`src/hdl/bps_pkg.sv`:
```
// shared types and constants for the byte pattern scanner
package bps_pkg;

  localparam int CFG_IDX_W = 2;

  localparam logic [CFG_IDX_W-1:0] CFG_BASE_ADDRESS   = 2'd0;
  localparam logic [CFG_IDX_W-1:0] CFG_PATTERN_LENGTH = 2'd1;

  localparam logic MODE_LOAD = 1'b0;
  localparam logic MODE_SCAN = 1'b1;

  localparam logic [31:0] OFFSET_MAX = 32'hFFFF_FFFF;

  // broadcast to every cell of the chain
  typedef struct packed {
    logic       shift;
    logic [7:0] enter;
    logic       pat_we;
    logic [7:0] pat_byte;
  } cell_ctl_t;

  // decoded per cell
  typedef struct packed {
    logic insert;
    logic in_use;
    logic pat;
  } cell_sel_t;

endpackage

```
`src/hdl/bps_in_if.sv`:
```
// request channel carrying load and scan bytes
interface bps_in_if;
  logic       valid;
  logic       ready;
  logic       mode;
  logic [7:0] data_byte;
  logic [5:0] pattern_index;
  logic       first_of_buffer;

  modport source (output valid, mode, data_byte, pattern_index, first_of_buffer, input ready);
  modport sink   (input valid, mode, data_byte, pattern_index, first_of_buffer, output ready);
endinterface

```
`src/hdl/bps_out_if.sv`:
```
// result channel carrying match addresses
interface bps_out_if;
  logic        valid;
  logic        ready;
  logic [63:0] match_address;

  modport source (output valid, match_address, input ready);
  modport sink   (input valid, match_address, output ready);
endinterface

```
`src/hdl/bps_cfg_if.sv`:
```
// configuration write channel
interface bps_cfg_if;
  logic                           valid;
  logic                           ready;
  logic [bps_pkg::CFG_IDX_W-1:0]  index;
  logic [63:0]                    data;

  modport source (output valid, index, data, input ready);
  modport sink   (input valid, index, data, output ready);
endinterface

```
`src/hdl/bps_cell.sv`:
```
// one scanner cell: window byte, aligned window byte, pattern byte and compare
module bps_cell (
  input  logic               clk,
  input  bps_pkg::cell_ctl_t ctl,
  input  bps_pkg::cell_sel_t sel,
  input  logic [7:0]         w_prev,
  input  logic [7:0]         wr_next,
  output logic [7:0]         w_o,
  output logic [7:0]         wr_o,
  output logic               ok_o
);

  logic [7:0] w_r;
  logic [7:0] w_nxt;
  logic [7:0] wr_r;
  logic [7:0] wr_nxt;
  logic [7:0] pat_r;
  logic [7:0] pat_nxt;

  always_comb begin
    w_nxt   = w_r;
    wr_nxt  = wr_r;
    pat_nxt = pat_r;
    if (ctl.shift) begin
      w_nxt  = w_prev;
      wr_nxt = sel.insert ? ctl.enter : wr_next;
    end
    if (ctl.pat_we && sel.pat) begin
      pat_nxt = ctl.pat_byte;
    end
  end

  always_ff @(posedge clk) begin
    w_r   <= w_nxt;
    wr_r  <= wr_nxt;
    pat_r <= pat_nxt;
  end

  assign w_o  = w_r;
  assign wr_o = wr_r;
  assign ok_o = !sel.in_use || (wr_r == pat_r);

endmodule

```
`src/hdl/byte_pattern_scanner_core.sv`:
```
// byte pattern scanner top level: cell chain, offset tracking and result register
// path: a scan request passes the stage-one register, then the result register, before its match address is offered
// throughput: one request per cycle while no realign sweep runs and the result register is not stalled
// after a pattern_length write the chain runs a realign sweep, with requests and writes held off
// reset: synchronous active low; clears offset, fill, length to 1 and base to 0
// pattern bytes are undefined until loaded
module byte_pattern_scanner_core #(
  parameter int PATTERN_MAX = 64
) (
  input logic       clk,
  input logic       rst_n,
  bps_in_if.sink    in_ch,
  bps_out_if.source out_ch,
  bps_cfg_if.sink   cfg_ch
);

  localparam int LW = $clog2(PATTERN_MAX + 1);
  localparam int CW = (LW > 7) ? LW : 7;
  localparam int IW = (LW > 6) ? LW : 6;

  logic [63:0]   base_r,   base_nxt;
  logic [LW-1:0] eff_r,    eff_nxt;
  logic [LW-1:0] fill_r,   fill_nxt;
  logic [31:0]   offset_r, offset_nxt;
  logic [LW-1:0] sweep_r,  sweep_nxt;
  logic          s1_v_r,   s1_v_nxt;
  logic [31:0]   s1_start_r, s1_start_nxt;
  logic          out_v_r,  out_v_nxt;
  logic [63:0]   out_addr_r, out_addr_nxt;

  logic          busy;
  logic          s1_adv;
  logic          in_ready;
  logic          in_acc;
  logic          scan_acc;
  logic          load_acc;
  logic          cfg_acc;
  logic [CW-1:0] len_ext;
  logic [LW-1:0] eff_cfg;
  logic [31:0]   cur;
  logic [LW-1:0] fill_base;
  logic [LW-1:0] fill_step;
  logic          hit;
  logic [IW-1:0] pidx_ext;

  bps_pkg::cell_ctl_t ctl;
  bps_pkg::cell_sel_t sel [PATTERN_MAX];
  logic [7:0]         w_bus [PATTERN_MAX];
  logic [7:0]         wr_bus [PATTERN_MAX];
  logic [PATTERN_MAX-1:0] cell_ok;

  assign busy     = (sweep_r != '0);
  assign s1_adv   = s1_v_r && (!out_v_r || out_ch.ready);
  assign in_ready = !busy && (!s1_v_r || s1_adv);
  assign in_acc   = in_ch.valid && in_ready;
  assign scan_acc = in_acc && (in_ch.mode == bps_pkg::MODE_SCAN);
  assign load_acc = in_acc && (in_ch.mode == bps_pkg::MODE_LOAD);
  assign cfg_acc  = cfg_ch.valid && cfg_ch.ready;

  assign in_ch.ready          = in_ready;
  assign cfg_ch.ready         = !busy;
  assign out_ch.valid         = out_v_r;
  assign out_ch.match_address = out_addr_r;

  // length register clamp
  assign len_ext = CW'(cfg_ch.data[6:0]);

  always_comb begin
    if (len_ext == '0) begin
      eff_cfg = LW'(1);
    end else if (len_ext > CW'(PATTERN_MAX)) begin
      eff_cfg = LW'(PATTERN_MAX);
    end else begin
      eff_cfg = LW'(len_ext);
    end
  end

  // offset and fill for the incoming scan byte
  assign cur       = in_ch.first_of_buffer ? 32'd0 : offset_r;
  assign fill_base = in_ch.first_of_buffer ? '0 : fill_r;
  assign fill_step = (fill_base < LW'(PATTERN_MAX)) ? fill_base + LW'(1) : fill_base;

  assign hit = &cell_ok;

  always_comb begin
    base_nxt     = base_r;
    eff_nxt      = eff_r;
    sweep_nxt    = busy ? sweep_r - LW'(1) : sweep_r;
    fill_nxt     = fill_r;
    offset_nxt   = offset_r;
    s1_v_nxt     = s1_v_r;
    s1_start_nxt = s1_start_r;
    out_v_nxt    = out_v_r;
    out_addr_nxt = out_addr_r;

    if (cfg_acc) begin
      case (cfg_ch.index)
        bps_pkg::CFG_BASE_ADDRESS: begin
          base_nxt = cfg_ch.data;
        end
        bps_pkg::CFG_PATTERN_LENGTH: begin
          eff_nxt   = eff_cfg;
          sweep_nxt = LW'(PATTERN_MAX);
        end
        default: begin
        end
      endcase
    end

    if (s1_adv) begin
      out_v_nxt    = hit;
      out_addr_nxt = base_r + 64'(s1_start_r);
      s1_v_nxt     = 1'b0;
    end else if (out_ch.ready) begin
      out_v_nxt = 1'b0;
    end

    if (scan_acc) begin
      fill_nxt     = fill_step;
      offset_nxt   = (cur < bps_pkg::OFFSET_MAX) ? cur + 32'd1 : cur;
      s1_v_nxt     = (fill_step >= eff_r);
      s1_start_nxt = cur - 32'(eff_r) + 32'd1;
    end
  end

  always_ff @(posedge clk) begin
    if (!rst_n) begin
      base_r   <= '0;
      eff_r    <= LW'(1);
      sweep_r  <= '0;
      fill_r   <= '0;
      offset_r <= '0;
      s1_v_r   <= 1'b0;
      out_v_r  <= 1'b0;
    end else begin
      base_r   <= base_nxt;
      eff_r    <= eff_nxt;
      sweep_r  <= sweep_nxt;
      fill_r   <= fill_nxt;
      offset_r <= offset_nxt;
      s1_v_r   <= s1_v_nxt;
      out_v_r  <= out_v_nxt;
    end
  end

  always_ff @(posedge clk) begin
    s1_start_r <= s1_start_nxt;
    out_addr_r <= out_addr_nxt;
  end

  // realign sweep rotates the window through the insert point
  assign ctl.shift    = scan_acc || busy;
  assign ctl.enter    = busy ? w_bus[PATTERN_MAX-1] : in_ch.data_byte;
  assign ctl.pat_we   = load_acc;
  assign ctl.pat_byte = in_ch.data_byte;

  assign pidx_ext = IW'(in_ch.pattern_index);

  for (genvar i = 0; i < PATTERN_MAX; i++) begin : g_cell
    logic [7:0] w_prev;
    logic [7:0] wr_next;

    if (i == 0) begin : g_first
      assign w_prev = ctl.enter;
    end else begin : g_mid
      assign w_prev = w_bus[i-1];
    end

    if (i == PATTERN_MAX - 1) begin : g_last
      assign wr_next = ctl.enter;
    end else begin : g_inner
      assign wr_next = wr_bus[i+1];
    end

    assign sel[i].insert = (LW'(i) == eff_r - LW'(1));
    assign sel[i].in_use = (LW'(i) < eff_r);
    assign sel[i].pat    = (pidx_ext == IW'(i));

    bps_cell u_cell (
      .clk     (clk),
      .ctl     (ctl),
      .sel     (sel[i]),
      .w_prev  (w_prev),
      .wr_next (wr_next),
      .w_o     (w_bus[i]),
      .wr_o    (wr_bus[i]),
      .ok_o    (cell_ok[i])
    );
  end

`ifndef NO_ASSERTIONS
  a_busy_holds_off: assert property (@(posedge clk) disable iff (!rst_n)
    busy |-> !in_ch.ready)
    else $error("request accepted during realign sweep");

  a_hit_reaches_out: assert property (@(posedge clk) disable iff (!rst_n)
    (s1_adv && hit) |=> out_v_r)
    else $error("match lost between compare and output");

  a_len_starts_sweep: assert property (@(posedge clk) disable iff (!rst_n)
    (cfg_acc && cfg_ch.index == bps_pkg::CFG_PATTERN_LENGTH) |=>
      (sweep_r == LW'(PATTERN_MAX)))
    else $error("length write did not start realign");

  a_fill_bound: assert property (@(posedge clk) disable iff (!rst_n)
    fill_r <= LW'(PATTERN_MAX))
    else $error("fill count above window size");
`endif

endmodule

```
`src/flat_wrapper.sv`:
```
// flat-port wrapper written by rule: the top's interface ports become plain ports
module byte_pattern_scanner_core_flat 
#(
  parameter int PATTERN_MAX = 64
)
  (clk, rst_n, in_ch_valid, in_ch_mode, in_ch_data_byte, in_ch_pattern_index, in_ch_first_of_buffer, in_ch_ready, out_ch_valid, out_ch_match_address, out_ch_ready, cfg_ch_valid, cfg_ch_index, cfg_ch_data, cfg_ch_ready);
  bps_in_if in_ch_i ();
  bps_out_if out_ch_i ();
  bps_cfg_if cfg_ch_i ();
  input logic clk;
  input logic rst_n;
  input wire logic [$bits(in_ch_i.valid)-1:0] in_ch_valid;
  input wire logic [$bits(in_ch_i.mode)-1:0] in_ch_mode;
  input wire logic [$bits(in_ch_i.data_byte)-1:0] in_ch_data_byte;
  input wire logic [$bits(in_ch_i.pattern_index)-1:0] in_ch_pattern_index;
  input wire logic [$bits(in_ch_i.first_of_buffer)-1:0] in_ch_first_of_buffer;
  output wire logic [$bits(in_ch_i.ready)-1:0] in_ch_ready;
  output wire logic [$bits(out_ch_i.valid)-1:0] out_ch_valid;
  output wire logic [$bits(out_ch_i.match_address)-1:0] out_ch_match_address;
  input wire logic [$bits(out_ch_i.ready)-1:0] out_ch_ready;
  input wire logic [$bits(cfg_ch_i.valid)-1:0] cfg_ch_valid;
  input wire logic [$bits(cfg_ch_i.index)-1:0] cfg_ch_index;
  input wire logic [$bits(cfg_ch_i.data)-1:0] cfg_ch_data;
  output wire logic [$bits(cfg_ch_i.ready)-1:0] cfg_ch_ready;
  assign in_ch_i.valid = in_ch_valid;
  assign in_ch_i.mode = in_ch_mode;
  assign in_ch_i.data_byte = in_ch_data_byte;
  assign in_ch_i.pattern_index = in_ch_pattern_index;
  assign in_ch_i.first_of_buffer = in_ch_first_of_buffer;
  assign in_ch_ready = in_ch_i.ready;
  assign out_ch_valid = out_ch_i.valid;
  assign out_ch_match_address = out_ch_i.match_address;
  assign out_ch_i.ready = out_ch_ready;
  assign cfg_ch_i.valid = cfg_ch_valid;
  assign cfg_ch_i.index = cfg_ch_index;
  assign cfg_ch_i.data = cfg_ch_data;
  assign cfg_ch_ready = cfg_ch_i.ready;
  byte_pattern_scanner_core #(.PATTERN_MAX(PATTERN_MAX)) u_core (.clk(clk), .rst_n(rst_n), .in_ch(in_ch_i), .out_ch(out_ch_i), .cfg_ch(cfg_ch_i));
endmodule
```
`config.mk`:
```
export PLATFORM = sky130hd
export DESIGN_NAME = byte_pattern_scanner_core_flat
export DESIGN_NICKNAME = d
export VERILOG_FILES = /design/src/hdl/bps_pkg.sv /design/src/hdl/bps_in_if.sv /design/src/hdl/bps_out_if.sv /design/src/hdl/bps_cfg_if.sv /design/src/hdl/bps_cell.sv /design/src/hdl/byte_pattern_scanner_core.sv /design/src/flat_wrapper.sv
export SDC_FILE = /design/constraint.sdc
export NUM_CORES = 2
export LEC_CHECK = 0
export ABC_AREA = 1
export BUFFER_PORTS_ARGS = -buffer_cell sky130_fd_sc_hd__buf_4
export CAP_MARGIN = 30
export CORE_MARGIN = 8
export CORE_UTILIZATION = 40
export CTS_CLUSTER_SIZE = 12
export DETAILED_ROUTE_END_ITERATION = 10
export SLEW_MARGIN = 10
export SYNTH_ARGS = -nofsm -noshare
export SYNTH_HDL_FRONTEND = slang
export SYNTH_SLANG_ARGS = --single-unit
```
`constraint.sdc`:
```
create_clock -name clk -period 29.9 [get_ports clk]
set_input_delay 2.99 -clock clk [delete_from_list [all_inputs] [get_ports clk]]
set_output_delay 2.99 -clock clk [all_outputs]
set_load 0.02 [all_outputs]
```
==> summary.txt <==
Yosys
  • Seq/Total Area, Yosys: 0.695
  • Post-Syn Area per Cell: 11.8 sq um
  • Top post-synthesis cells by area: edfxtp_1 (66%), nand2_1 (7.6%), xnor2_1 (4.6%)
  • Synth top cells by count: edfxtp_1 (1,624), nand2_1 (1,491), nor2_1 (525)
  • Compound-cell area share of the yosys netlist: 0.0633
  • Syn nets: 6,411
  • Post-synthesis register bit count: 1,743
  • Asr flop ratio synth: 0
  • Largest family of logic cells by synthesized area: simple AND/OR/NAND/NOR gates
  • Synthesized instance count: 6,224
  • Most frequent cell after synthesis: edfxtp_1
  • Number of synthesized flops with an enable pin: 1,624
  • Cell Area, Synth: 73,600 sq um
  • Top FF cell, synth: edfxtp_1
  • Simple-gate portion of the synthesized area: 0.129
  • Xor and xnor area share after synthesis: 0.0573
  • Top-area cell type share of the netlist area: 0.663
  • Syn. warnings: 0
  • Mux cell area share after synthesis: 0
  • Number of library cell types mapped by synthesis: 52
  • Post-Synth Adder-Cell Area: 0.0172
  • Leading area contributor after synthesis: edfxtp_1

Pwr
  • Power Dens Cells: 98.4 nW/um^2
  • Logic pwr share: 0.212
  • Clk pwr share: 0.252
  • VDD IR-drop max: 95.1 uV
  • Sw Pwr: 2.58 mW
  • Leakage Power: 31.9 nW
  • Flop pwr share: 0.535
  • Int Pwr: 5.58 mW
  • Switching part of the total: 0.316

Floorplanning
  • Placeable Area: 183,000 sq um
  • FP Rows: 157
  • Horiz. Die Dim: 445 um
  • Die Span Y: 445 um
  • Die ar.: 198,000 sq um
  • Ports: 154
  • Initial Utilization: 0.402

STA
  • Slew @ Worst Pin: 1150 ps
  • Worst-case clock skew: 42.7 ps
  • Final setup vio count: 0
  • Period minus WS final: 7190 ps
  • RSZ-0062 raised after global routing: false
  • Period utilization: 0.241
  • Hold Vio Cnt, Final: 0
  • Fin Hold WS: 408 ps
  • Slew Viols, Final: 0
  • Fmax: 139 MHz
  • Final worst slack: 22,710 ps
  • Rel. slew slack: 0.234
  • Final TNS setup: 0 ps

Clocking
  • Post-cts gate resize count: 0
  • Max Root-Sink Buffers: 3
  • Latest clock arrival within the worst-skew pair: 820 ps
  • CTS tree: built
  • CTS Hold Buffers Added: 0
  • Postcts setup bufs: 0
  • H-tree Lvls: 4
  • Cts bufs inserted: 178
  • Clk sinks: 1,743
  • Clk root buf: clkbuf_16
  • Clock slew at reported path FFs: 60 ps

Critical path
  • Crit path cell chain: buf_4 -> inv_1 -> nand2_1 -> nor2_1 -> nor2_2 -> nand3_2 -> buf_4 -> nand2_4 -> buf_4 -> buf_16 -> buf_4 -> buf_4 -> buf_16 -> buf_4
  • Arrival @ worst endpoint: 7620 ps
  • Req. time, crit path: 30,330 ps
  • Worst Setup Start Kind: input port
  • CP top delay family: buffers and inverters
  • Max stage delay on crit path: 790 ps
  • Buf/Inv on CP: 9
  • Crit-path max FO: 71
  • Most used cell, CP: buf_4
  • Crit Path Class: in2reg
  • Max stage delay cell, worst path: buf_4
  • Crit end category: register

Routing
  • Total wire length: 180,000 um
  • Via count: 45,500
  • DR WL/cell: 19.9 um
  • Drt first-iter violations: 4,518
  • DRC: 0
  • Antenna viol nets, final: 0
  • TritonRoute pass-1 iters: 6
  • Drt via density: 5.04

GRT
  • M1 GR Usage: 0.254
  • First-pass GRT wire length: 269,000 um
  • Vias in the first global route: 43,400
  • Largest net degree at the start of global routing: 215
  • Initial antenna violation count: 4
  • Gr ovfl total: 0
  • GR Layer Usage met3: 0.0337
  • Busiest grt layer: met2
  • GRT met2 Usage: 0.271
  • GRT Util Overall: 0.176

Run
  • Max-cap viol count: 0

Min path
  • Hold Path Class: reg2reg

Final layout
  • Design Area, Final: 83,000 sq um
  • Final net count: 6,637
  • Post-Route Utilization: 0.454
  • Area grow syn2layout: 12.8%
  • Layout cells sized above 1: 0.0834

Place
  • Dpl ws: 21,810 ps
  • PortBufs: 153
  • GP Congestion: 0.898
  • Placed Instance Area: 77,700 sq um
  • DP HPWL: 115,000 um

Run status
  • Status: finished clean
[final timing paths]
| path | start | endpoint | slack (ps) | depth (start not counted) |
|---|---|---|---|---|
| setup / recovery | out_ch_ready | u_core.g_cell[27].u_cell.wr_o[4] | 22710 | 14 |
| setup reg to reg | u_core.sweep_r[0] | u_core.g_cell[27].u_cell.wr_o[4] | 23320 | 17 |
| hold / removal | u_core.g_cell[41].u_cell.w_o[3] | u_core.g_cell[42].u_cell.w_o[3] | 410 | 0 |
| hold reg to reg | u_core.g_cell[41].u_cell.w_o[3] | u_core.g_cell[42].u_cell.w_o[3] | 410 | 0 |
[registers in the layout, indices dropped and copies added (netlist names), 32 cells and up]
register,flops
u_core.g_cell.u_cell.wr_o,504
u_core.out_ch.match_address,64
u_core.g_cell.u_cell.pat_r,512
u_core.g_cell.u_cell.w_o,512
u_core.base_r,64
u_core.s1_start_r,32
u_core.offset_r,32
[stage by stage]
| stage | power, mW | std cells |
|---|---|---|
| 6_report | 8.16 | 9034 |
| 4_1_cts | 8.23 | 9031 |
| 3_5_place_dp | 6.14 | 8734 |
| 3_3_place_gp | 6.09 | 8727 |
| 5_1_grt | 8.58 | 9031 |
| 2_1_floorplan | 6.17 | 6224 |
[layout make-up]
class	instances	area, sq um
antenna	3	7.51
inverter	535	2010
sequential	1743	51100
clock buffer	234	4700
timing repair buffer	209	1690
multi-input combinational	3783	19800
fill	16500	99900
tap	2464	3080
clock inverter	63	614
[kinds of logic (layout without fill, tap and decap cells)]
family,Yosys count,after routing
compound gates,868,868
xor+xnor,481,481
fa+ha+maj,100,100
buf+inv,698,1041
flops,1743,1743
other cells,0,3
simple gates,2334,2334
[worst register-to-register path, delay by kind of cell, from the launching register on]
kind                       cells  cell delay (ps)
adders and majority gates      1              170
DFF                            1              310
buffers and inverters          9             3990
and+or+nand+nor                7             1680
[cells in the final DEF (no fill, tap or decap), types with 15 or more instances in the layout]
cell type  synthesis  layout
o21ai_1           92      84
nand4_1           56      56
nor2_1           525     525
or2_2             49      49
nor3_1            52      51
clkbuf_16          0     179
ha_1              98      98
dfxtp_1          119     119
edfxtp_1        1624    1624
clkinv_2           0      15
nand2_1         1491    1489
nor4_1            15      15
xor2_1            94      94
o21ai_0          519     519
a211oi_1          66      66
clkbuf_1         111      54
xnor2_1          387     387
buf_4              4     201
a21oi_1          133     132
clkinv_1           0      27
inv_1            522     522
nand2_4           15      17
nand3_1           96      96
[power by group through the flow]
| stage | registers, mW | logic (mW) | clock network (mW) |
|---|---|---|---|
| detailed placement | 4.40 | 1.74 | 0 |
| global placement | 4.40 | 1.69 | 0 |
| floorplan | 5.05 | 1.12 | 0 |
| global route | 4.45 | 1.94 | 2.20 |
| finish | 4.37 | 1.73 | 2.06 |
| CTS | 4.37 | 1.75 | 2.11 |
[layer usage]
layer / part of all wire / routed length (um)
met1: 0.45 / 81600
met2: 0.44 / 79300
met3: 0.073 / 13100
met4: 0.031 / 5540
met5: 0.000050 / 9
Note: power is estimated with default switching activity, not from simulation.
